[src/rtl/rdfb_pkg.sv]
package rdfb_pkg;

    localparam int unsigned MAX_DIM_DEF = 1024;
    localparam int unsigned ADDR_W      = 20;
    localparam int unsigned PIX_W       = 16;
    localparam int unsigned CFG_W       = 11;
    localparam int unsigned CFG_IDX_W   = 3;
    localparam int unsigned IN_TDATA_W  = 16;
    localparam int unsigned OUT_TDATA_W = 40;
    localparam int unsigned Q_DEPTH     = 2;

    localparam logic [1:0] SETTLE_CYCLES = 2'd2;
    localparam logic [1:0] BEAT_FIRST    = 2'd0;
    localparam logic [1:0] BEAT_LAST     = 2'd3;

    typedef enum logic [CFG_IDX_W-1:0] {
        REG_LINE_STRIDE = 3'd0,
        REG_FULL_HEIGHT = 3'd1,
        REG_AREA_HEIGHT = 3'd2,
        REG_SRC_WIDTH   = 3'd3,
        REG_SRC_HEIGHT  = 3'd4,
        REG_DOUBLED     = 3'd5,
        REG_LEFT        = 3'd6,
        REG_FULL_SCREEN = 3'd7
    } cfg_reg_t;

    typedef struct packed {
        logic doubled;
        logic left;
    } mode_t;

    typedef struct packed {
        logic [ADDR_W-1:0] addr;
        logic [PIX_W-1:0]  pix;
        mode_t             mode;
        logic              frame_end;
    } item_t;

endpackage

[src/rtl/rdfb_cfg.sv]
module rdfb_cfg import rdfb_pkg::*; #(
    parameter int unsigned MAX_DIM = MAX_DIM_DEF,
    parameter int unsigned CW      = $clog2(MAX_DIM)
) (
    input  logic                 aclk,
    input  logic                 aresetn,
    input  logic                 cfg_we,
    input  logic [CFG_IDX_W-1:0] cfg_index,
    input  logic [CFG_W-1:0]     cfg_wdata,
    output logic [CFG_W-1:0]     line_stride,
    output mode_t                mode,
    output logic [ADDR_W-1:0]    origin,
    output logic [CW:0]          width,
    output logic [CW:0]          height,
    output logic                 ready
);

    localparam int unsigned WW = (CW + 1 > CFG_W) ? CW + 1 : CFG_W;

    logic [CFG_W-1:0]  line_stride_reg, full_height_reg, area_height_reg;
    logic [CFG_W-1:0]  src_width_reg, src_height_reg;
    logic              doubled_reg, left_reg, full_screen_reg;
    logic [1:0]        settle_reg;
    logic [ADDR_W-1:0] span_reg, span_next;
    logic [ADDR_W-1:0] addend_reg, addend_next;
    logic [ADDR_W-1:0] origin_reg, origin_next;
    logic [CW:0]       width_reg, height_reg;
    logic [CFG_W-1:0]  diff;
    logic [ADDR_W-1:0] offset;
    logic [CFG_W+ADDR_W-1:0] prod;

    function automatic logic [CW:0] clamp_dim(input logic [CFG_W-1:0] v);
        logic [WW-1:0] e;
        e = WW'(v);
        if (e == '0) begin
            e = WW'(1);
        end else if (e > WW'(MAX_DIM)) begin
            e = WW'(MAX_DIM);
        end
        return e[CW:0];
    endfunction

    always_ff @(posedge aclk) begin
        if (!aresetn) begin
            line_stride_reg <= CFG_W'(240);
            full_height_reg <= CFG_W'(320);
            area_height_reg <= CFG_W'(320);
            src_width_reg   <= CFG_W'(320);
            src_height_reg  <= CFG_W'(240);
            doubled_reg     <= 1'b0;
            left_reg        <= 1'b0;
            full_screen_reg <= 1'b0;
            settle_reg      <= SETTLE_CYCLES;
        end else begin
            if (cfg_we) begin
                settle_reg <= SETTLE_CYCLES;
                case (cfg_reg_t'(cfg_index))
                    REG_LINE_STRIDE: line_stride_reg <= cfg_wdata;
                    REG_FULL_HEIGHT: full_height_reg <= cfg_wdata;
                    REG_AREA_HEIGHT: area_height_reg <= cfg_wdata;
                    REG_SRC_WIDTH:   src_width_reg   <= cfg_wdata;
                    REG_SRC_HEIGHT:  src_height_reg  <= cfg_wdata;
                    REG_DOUBLED:     doubled_reg     <= cfg_wdata[0];
                    REG_LEFT:        left_reg        <= cfg_wdata[0];
                    REG_FULL_SCREEN: full_screen_reg <= cfg_wdata[0];
                    default: ;
                endcase
            end else if (settle_reg != 2'd0) begin
                settle_reg <= settle_reg - 2'd1;
            end
        end
    end

    // origin = stride * span + addend, split over two registered stages
    always_comb begin
        diff = full_height_reg - area_height_reg;
        if (!full_screen_reg && (full_height_reg > area_height_reg)) begin
            offset = ADDR_W'(diff[CFG_W-1:1]);
        end else begin
            offset = '0;
        end
        if (left_reg) begin
            span_next   = offset;
            addend_next = ADDR_W'(line_stride_reg) - ADDR_W'(1);
        end else begin
            span_next   = offset + ADDR_W'(area_height_reg) - ADDR_W'(1);
            addend_next = '0;
        end
    end

    assign prod        = {{ADDR_W{1'b0}}, line_stride_reg} * {{CFG_W{1'b0}}, span_reg};
    assign origin_next = prod[ADDR_W-1:0] + addend_reg;

    always_ff @(posedge aclk) begin
        span_reg   <= span_next;
        addend_reg <= addend_next;
        origin_reg <= origin_next;
        width_reg  <= clamp_dim(src_width_reg);
        height_reg <= clamp_dim(src_height_reg);
    end

    assign line_stride  = line_stride_reg;
    assign mode.doubled = doubled_reg;
    assign mode.left    = left_reg;
    assign origin       = origin_reg;
    assign width        = width_reg;
    assign height       = height_reg;
    assign ready        = (settle_reg == 2'd0);

endmodule

[src/rtl/rdfb_front.sv]
module rdfb_front import rdfb_pkg::*; #(
    parameter int unsigned CW = $clog2(MAX_DIM_DEF)
) (
    input  logic              aclk,
    input  logic              aresetn,
    input  logic              s_tvalid,
    output logic              s_tready,
    input  logic [PIX_W-1:0]  pixel_value,
    input  logic              frame_start,
    input  logic              cfg_ready,
    input  logic [CFG_W-1:0]  line_stride,
    input  mode_t             mode,
    input  logic [ADDR_W-1:0] origin,
    input  logic [CW:0]       width,
    input  logic [CW:0]       height,
    input  logic              q_full,
    output logic              push,
    output item_t             push_item
);

    logic [CW-1:0]     src_col_reg, src_col_next;
    logic [CW-1:0]     src_row_reg, src_row_next;
    logic [ADDR_W-1:0] lsp_reg, lsp_next;
    logic [ADDR_W-1:0] wp_reg, wp_next;
    logic [CW-1:0]     col, row;
    logic [ADDR_W-1:0] lsp, p, dx, row_step, col_step;
    logic              row_end, frame_end;

    assign s_tready = cfg_ready && !q_full;
    assign push     = s_tvalid && s_tready;

    always_comb begin
        col = frame_start ? '0 : src_col_reg;
        row = frame_start ? '0 : src_row_reg;
        if ({1'b0, col} >= width) begin
            col = '0;
        end
        if ({1'b0, row} >= height) begin
            row = '0;
        end
        lsp = (col == '0 && row == '0) ? origin : lsp_reg;
        p   = (col == '0) ? lsp : wp_reg;

        dx       = ADDR_W'(line_stride);
        row_step = mode.doubled ? (dx << 1) : dx;
        col_step = mode.doubled ? ADDR_W'(2) : ADDR_W'(1);
        wp_next  = mode.left ? p + row_step : p - row_step;

        row_end   = ({1'b0, col} + (CW+1)'(1)) >= width;
        frame_end = row_end && (({1'b0, row} + (CW+1)'(1)) >= height);

        if (row_end) begin
            src_col_next = '0;
            lsp_next     = mode.left ? lsp - col_step : lsp + col_step;
            src_row_next = frame_end ? '0 : row + CW'(1);
        end else begin
            src_col_next = col + CW'(1);
            lsp_next     = lsp;
            src_row_next = row;
        end

        push_item.addr      = p;
        push_item.pix       = pixel_value;
        push_item.mode      = mode;
        push_item.frame_end = frame_end;
    end

    always_ff @(posedge aclk) begin
        if (!aresetn) begin
            src_col_reg <= '0;
            src_row_reg <= '0;
            lsp_reg     <= '0;
            wp_reg      <= '0;
        end else if (push) begin
            src_col_reg <= src_col_next;
            src_row_reg <= src_row_next;
            lsp_reg     <= lsp_next;
            wp_reg      <= wp_next;
        end
    end

endmodule

[src/rtl/rdfb_queue.sv]
module rdfb_queue import rdfb_pkg::*; (
    input  logic  aclk,
    input  logic  aresetn,
    input  logic  push,
    input  item_t push_item,
    output logic  full,
    input  logic  pop,
    output logic  head_valid,
    output item_t head_item
);

    localparam int unsigned PW = (Q_DEPTH > 1) ? $clog2(Q_DEPTH) : 1;
    localparam int unsigned NW = $clog2(Q_DEPTH + 1);

    item_t          entry_reg [Q_DEPTH];
    logic [PW-1:0]  wr_ptr_reg, rd_ptr_reg;
    logic [NW-1:0]  count_reg;

    assign full       = (count_reg == NW'(Q_DEPTH));
    assign head_valid = (count_reg != '0);
    assign head_item  = entry_reg[rd_ptr_reg];

    always_ff @(posedge aclk) begin
        if (push) begin
            entry_reg[wr_ptr_reg] <= push_item;
        end
    end

    always_ff @(posedge aclk) begin
        if (!aresetn) begin
            wr_ptr_reg <= '0;
            rd_ptr_reg <= '0;
            count_reg  <= '0;
        end else begin
            if (push) begin
                wr_ptr_reg <= (wr_ptr_reg == PW'(Q_DEPTH - 1)) ? '0 : wr_ptr_reg + PW'(1);
            end
            if (pop) begin
                rd_ptr_reg <= (rd_ptr_reg == PW'(Q_DEPTH - 1)) ? '0 : rd_ptr_reg + PW'(1);
            end
            if (push && !pop) begin
                count_reg <= count_reg + NW'(1);
            end else if (pop && !push) begin
                count_reg <= count_reg - NW'(1);
            end
        end
    end

endmodule

[src/rtl/rdfb_back.sv]
module rdfb_back import rdfb_pkg::*; (
    input  logic                   aclk,
    input  logic                   aresetn,
    input  logic                   head_valid,
    input  item_t                  head_item,
    input  logic [CFG_W-1:0]       line_stride,
    output logic                   pop,
    output logic                   m_tvalid,
    input  logic                   m_tready,
    output logic [OUT_TDATA_W-1:0] m_tdata,
    output logic                   m_tlast,
    output logic                   m_tuser
);

    logic [1:0]        beat_reg, beat_next;
    logic              m_valid_reg, m_valid_next;
    logic [ADDR_W-1:0] addr_reg, addr_next;
    logic [PIX_W-1:0]  pix_reg;
    logic              last_reg, frame_last_reg;
    logic              load, last;
    logic [ADDR_W-1:0] dx, col_off, row_off;

    // 2x2 block order: P, P+c, P+c+r, P+r (c, r signed by handedness)
    always_comb begin
        load = head_valid && (!m_valid_reg || m_tready);
        last = !head_item.mode.doubled || (beat_reg == BEAT_LAST);
        pop  = load && last;

        dx      = ADDR_W'(line_stride);
        col_off = head_item.mode.left ? {ADDR_W{1'b1}} : ADDR_W'(1);
        row_off = head_item.mode.left ? dx : -dx;
        case (beat_reg)
            2'd0:    addr_next = head_item.addr;
            2'd1:    addr_next = head_item.addr + col_off;
            2'd2:    addr_next = head_item.addr + col_off + row_off;
            2'd3:    addr_next = head_item.addr + row_off;
            default: addr_next = head_item.addr;
        endcase

        if (load) begin
            beat_next = last ? BEAT_FIRST : beat_reg + 2'd1;
        end else begin
            beat_next = beat_reg;
        end

        if (load) begin
            m_valid_next = 1'b1;
        end else if (m_tready) begin
            m_valid_next = 1'b0;
        end else begin
            m_valid_next = m_valid_reg;
        end
    end

    always_ff @(posedge aclk) begin
        if (!aresetn) begin
            beat_reg    <= BEAT_FIRST;
            m_valid_reg <= 1'b0;
        end else begin
            beat_reg    <= beat_next;
            m_valid_reg <= m_valid_next;
        end
    end

    always_ff @(posedge aclk) begin
        if (load) begin
            addr_reg       <= addr_next;
            pix_reg        <= head_item.pix;
            last_reg       <= last;
            frame_last_reg <= last && head_item.frame_end;
        end
    end

    assign m_tvalid = m_valid_reg;
    assign m_tdata  = {{(OUT_TDATA_W - ADDR_W - PIX_W){1'b0}}, pix_reg, addr_reg};
    assign m_tlast  = last_reg;
    assign m_tuser  = frame_last_reg;

endmodule

[src/rtl/rotating_doubling_frame_blitter_core.sv]
// Rotating frame blitter: takes RGB565 source pixels in raster order and emits
// frame-buffer writes (pixel index, value) rotated by 90 degrees, right- or
// left-handed, optionally doubled into 2x2 blocks and vertically centered.
// Single mode gives one write per pixel and sustains one pixel per cycle while the
// output is not stalled; doubled mode gives four writes per pixel through the single
// output register. Input is held off after reset and after every register write
// while the frame origin (one 11x20 multiply, two stages) is recomputed. Registers
// are to be written by the user only while the block is idle; the block itself does
// not enforce this. frame_start on s_tuser restarts the source position.
module rotating_doubling_frame_blitter_core import rdfb_pkg::*; #(
    parameter int unsigned MAX_DIM = MAX_DIM_DEF
) (
    input  logic                   aclk,
    input  logic                   aresetn,
    input  logic                   s_tvalid,
    output logic                   s_tready,
    input  logic [IN_TDATA_W-1:0]  s_tdata,   // [15:0] pixel_value
    input  logic                   s_tuser,   // frame_start
    output logic                   m_tvalid,
    input  logic                   m_tready,
    output logic [OUT_TDATA_W-1:0] m_tdata,   // [19:0] write_address, [35:20] write_pixel
    output logic                   m_tlast,   // run_last
    output logic                   m_tuser,   // frame_last
    input  logic                   cfg_we,
    input  logic [CFG_IDX_W-1:0]   cfg_index,
    input  logic [CFG_W-1:0]       cfg_wdata
);

    localparam int unsigned CW = $clog2(MAX_DIM);

    logic [CFG_W-1:0]  line_stride;
    mode_t             mode;
    logic [ADDR_W-1:0] origin;
    logic [CW:0]       width, height;
    logic              cfg_ready;
    logic              q_full, push, pop, head_valid;
    item_t             push_item, head_item;

    rdfb_cfg #(
        .MAX_DIM (MAX_DIM),
        .CW      (CW)
    ) u_cfg (
        .aclk        (aclk),
        .aresetn     (aresetn),
        .cfg_we      (cfg_we),
        .cfg_index   (cfg_index),
        .cfg_wdata   (cfg_wdata),
        .line_stride (line_stride),
        .mode        (mode),
        .origin      (origin),
        .width       (width),
        .height      (height),
        .ready       (cfg_ready)
    );

    rdfb_front #(
        .CW (CW)
    ) u_front (
        .aclk        (aclk),
        .aresetn     (aresetn),
        .s_tvalid    (s_tvalid),
        .s_tready    (s_tready),
        .pixel_value (s_tdata[PIX_W-1:0]),
        .frame_start (s_tuser),
        .cfg_ready   (cfg_ready),
        .line_stride (line_stride),
        .mode        (mode),
        .origin      (origin),
        .width       (width),
        .height      (height),
        .q_full      (q_full),
        .push        (push),
        .push_item   (push_item)
    );

    rdfb_queue u_queue (
        .aclk       (aclk),
        .aresetn    (aresetn),
        .push       (push),
        .push_item  (push_item),
        .full       (q_full),
        .pop        (pop),
        .head_valid (head_valid),
        .head_item  (head_item)
    );

    rdfb_back u_back (
        .aclk        (aclk),
        .aresetn     (aresetn),
        .head_valid  (head_valid),
        .head_item   (head_item),
        .line_stride (line_stride),
        .pop         (pop),
        .m_tvalid    (m_tvalid),
        .m_tready    (m_tready),
        .m_tdata     (m_tdata),
        .m_tlast     (m_tlast),
        .m_tuser     (m_tuser)
    );

endmodule

[config.mk]
export PLATFORM = sky130hd
export DESIGN_NAME = rotating_doubling_frame_blitter_core
export DESIGN_NICKNAME = d
export VERILOG_FILES = /design/src/rtl/rdfb_pkg.sv /design/src/rtl/rdfb_cfg.sv /design/src/rtl/rdfb_front.sv /design/src/rtl/rdfb_queue.sv /design/src/rtl/rdfb_back.sv /design/src/rtl/rotating_doubling_frame_blitter_core.sv
export SDC_FILE = /design/constraint.sdc
export NUM_CORES = 1
export LEC_CHECK = 0
export BUFFER_PORTS_ARGS = -buffer_cell sky130_fd_sc_hd__buf_2
export CAP_MARGIN = 0
export CORE_MARGIN = 10
export CORE_UTILIZATION = 50
export DETAILED_ROUTE_END_ITERATION = 7
export PLACE_DENSITY = 0.66
export SLEW_MARGIN = 40
export SYNTH_ARGS = -nofsm -noshare
export SYNTH_HDL_FRONTEND = slang
export SYNTH_HIERARCHICAL = 1
export SYNTH_SLANG_ARGS = --single-unit
[constraint.sdc]
create_clock -name aclk -period 7 [get_ports aclk]
set_input_delay 0.35 -clock aclk [delete_from_list [all_inputs] [get_ports aclk]]
set_output_delay 0.35 -clock aclk [all_outputs]
set_load 0.05 [all_outputs]
==> impl_results.md <==
* Status: finished clean
* Longest Clk Path Bufs at 3
* Final min period at 6.29 ns
* Placed Area at 25900 um2
* Initial antenna violation count at 0
* Most common cell after layout, fill and taps aside: nand2_1
* Final layout net count at 3248
* Cell Rows at 82
* Asr flop ratio synth at 0%
* M1 WL at 27900 um
* Met3 routed WL at 3530 um
* Drt initial violations at 1237
* Beginning of the worst hold path: cfg_we
* # setup viols final at 0
* GP Congestion at 0.949
* Pwr/cell area at 493 nW/um2
* HP Class: input port to flop
* Die X at 244 um
* Dpl hpwl at 48500 um
* CTS Buf Count at 38
* Design Power at 0.0134 W
* Most frequent cells in the layout: nand2_1 (399), inv_1 (304), ha_1 (198), dfxtp_1 (198), a21oi_1 (162)
* Syn Area/Cell at 8.78 um2
* Clk pin slew, worst setup/hold paths at 0.06 ns
* First-pass GRT wire length at 105000 um
* Die area at 59600 um2
* Post_cts resized at 0
* # IOs at 80
* Hold path endpoint: u_cfg/settle_reg[0]
* Yosys warnings at 6
* Post-synth top flop: dfxtp_1
* Total GRT Usage at 21.4%
* WP data required at 7.43 ns
* PortBufs at 75
* Root Buffer: clkbuf_16
* Clk_skew at 0.0193 ns
* EDFF count, synth at 116
* Number of diodes at 0
* Vias/cell at 5.61
* Fmax at 159 MHz
* H-tree levels at 2
* Final period util at 89.8%
* DRC Markers at 0
* Setup TNS at 0 ns
* R2R depth at 26
* Final Hold Viols at 0
* Routed via count at 20.1k
* Pin count of the biggest net entering global routing at 80
* CP startpoint kind: flop
* Largest register FFs at 78
* Metal2 WL at 30400 um
* Area Overhead vs Synth at 8.74%
* Worst slew pin tran at 0.780 ns
* Initial Utilization at 50.3%
* Seq/Total Area, Yosys at 30.0%
* RSZ-0062 raised after global routing: false
* Relative slew slack at 48.0%
* GRT Residual Overflow at 0
* #FFs+latches synth at 318
* Max-slew violations at 0
* Pre-Repair DR Iteration Count at 6
* Worst r2r dst: u_front/lsp_reg[19]
* Worst Hold Depth at 2
* DR top layer: met4
* Placeable Area at 49900 um2
* Routed wire per std cell at 18.0 um
* Worst Path Arrival at 6.72 ns
* Vias in the first global route at 20.1k
* Share of layout cells above drive strength 1 at 9.36%
* TritonCTS clock tree: yes
* Max cap viols at 0
* RR Startpoint: u_front/src_row_reg[0]
* Routed WL at 64500 um
* Post-Syn Instances at 2860
* Die H at 244 um
* Yosys cell types at 103
* Cell area after synthesis at 25100 um2
* Num Clock Sinks at 318
* Clk Latency, worst-skew pair at 0.55 ns
* Final core utilization at 54.7%
* Static Leak at 11.7 nW
* Max IR drop VDD at 0.632 mV
* Critical Path End Type: flop
* Number of routed nets with antenna violations at 0
* Setup Crit Path Kind: flop to flop
* Final Cell Area at 27300 um2
* Reg2reg setup slack at 0.71 ns
* Worst hold slack at 0.0811 ns
* CP Max Fanout at 7
## stage by stage
stage,instances,worst slack (ns)
5_1_grt,3578,0.153
3_5_place_dp,3496,0.630
6_report,3578,0.714
2_1_floorplan,2863,0.804
4_1_cts,3578,0.794
3_3_place_gp,3496,0.667
## metal layers
layer,vias to the layer above,global-route usage (%)
met5,-,0
met4,0,9.33
met3,134,3.11
met2,546,35.9
met1,9636,27.1
li1,9741,-
## worst max-delay path by stage
stage | start | end | slack (ns)
floorplan | s_tuser | u_front/lsp_reg[19] | 0.80
global placement | s_tuser | u_front/lsp_reg[19] | 0.67
detailed placement | s_tuser | u_front/lsp_reg[19] | 0.63
CTS | u_front/src_row_reg[0] | u_front/lsp_reg[19] | 0.79
global route | u_front/src_row_reg[0] | u_front/lsp_reg[19] | 0.15
finish | u_front/src_row_reg[0] | u_front/lsp_reg[19] | 0.71
## area by class of cell
type | count | area (um2)
Clock buffer | 50 | 1060
Clock inverter | 16 | 168
Fill cell | 4537 | 22600
Inverter | 306 | 1150
Multi-Input combinational cell | 2095 | 15800
Sequential cell | 318 | 7530
Tap cell | 672 | 841
Timing Repair Buffer | 121 | 761
## Yosys cell counts, types with 7 or more instances
library cell	count	share of area [%]
edfxtp_1	116	14
o31ai_1	11	0.33
nand3b_1	8	0.24
o21a_1	24	0.72
a211oi_1	19	0.57
a21oi_1	162	3.2
and3_1	18	0.45
o21ai_1	12	0.24
or2_2	7	0.17
inv_1	305	4.6
nand3_1	67	1.3
a221oi_1	7	0.24
nor2b_1	68	1.7
and4_1	7	0.24
o211ai_1	18	0.54
xnor2_1	89	3.1
nand2b_1	25	0.62
mux2i_1	26	1.0
buf_2	10	0.20
buf_4	28	0.84
nand2_1	400	6.0
a21boi_0	47	1.4
o21ai_0	109	2.2
nor2_1	151	2.3
buf_1	8	0.12
a21o_1	36	1.1
nor3_1	44	0.88
a22oi_1	11	0.33
and2_1	70	1.7
fa_1	134	11
a31oi_1	35	0.87
or3_1	13	0.32
ha_1	198	9.9
o21bai_1	16	0.48
nor4_1	9	0.22
xor2_1	58	2.0
o22ai_1	13	0.32
dfxtp_1	202	16
nand4_1	12	0.30
mux2_2	57	2.6
clkbuf_1	94	1.4
## critical path, stage by stage, from the launching register on
cell	delay [ns]
dfxtp_1	0.32
nor2b_1	0.26
inv_1	0.09
ha_1	0.27
nand2b_1	0.13
a31oi_1	0.30
o21ai_0	0.19
a21oi_1	0.18
and2_1	0.27
nand2_1	0.10
ha_1	0.22
o41ai_1	0.13
nor2_2	0.19
nand2_1	0.37
mux2_2	0.40
ha_1	0.35
nor2_1	0.16
nor2b_1	0.06
o21a_1	0.18
and3_1	0.19
a22o_1	0.28
or3_1	0.31
nor4_1	0.29
o21ai_0	0.15
a21oi_1	0.23
mux2_1	0.35
o2111a_1	0.22
## where the power goes
| group | internal (W) | total [W] | switching (W) | leakage, nW |
|---|---|---|---|---|
| logic | 0.00347 | 0.00891 | 0.00545 | 8.35 |
| clock network | 0.00117 | 0.00194 | 0.000764 | 0.598 |
| registers | 0.00236 | 0.00260 | 0.000236 | 2.71 |
| total | 0.00700 | 0.0134 | 0.00645 | 11.7 |
## cells by family (layout without fill, tap and decap cells)
| family | after synthesis | count (layout) | share of synthesized area, % |
|---|---|---|---|
| and+or+nand+nor | 927 | 927 | 17.5 |
| AOI/OAI and AO/OA | 596 | 596 | 15.6 |
| buffers and inverters | 450 | 493 | 7.32 |
| adders and majority gates | 336 | 336 | 20.7 |
| DFF | 318 | 318 | 30.0 |
| xor gates and xnor gates | 148 | 148 | 5.19 |
| muxes | 84 | 84 | 3.64 |
| other | 1 | 4 | 0.0149 |
## timing repair
| action | in CTS | in global routing |
|---|---|---|
| setup buffers | 0 | 0 |
| hold buffers | 16 | 0 |
| endpoints found under the hold margin | 32 | 0 |
Power figures use the tool's default switching activity.
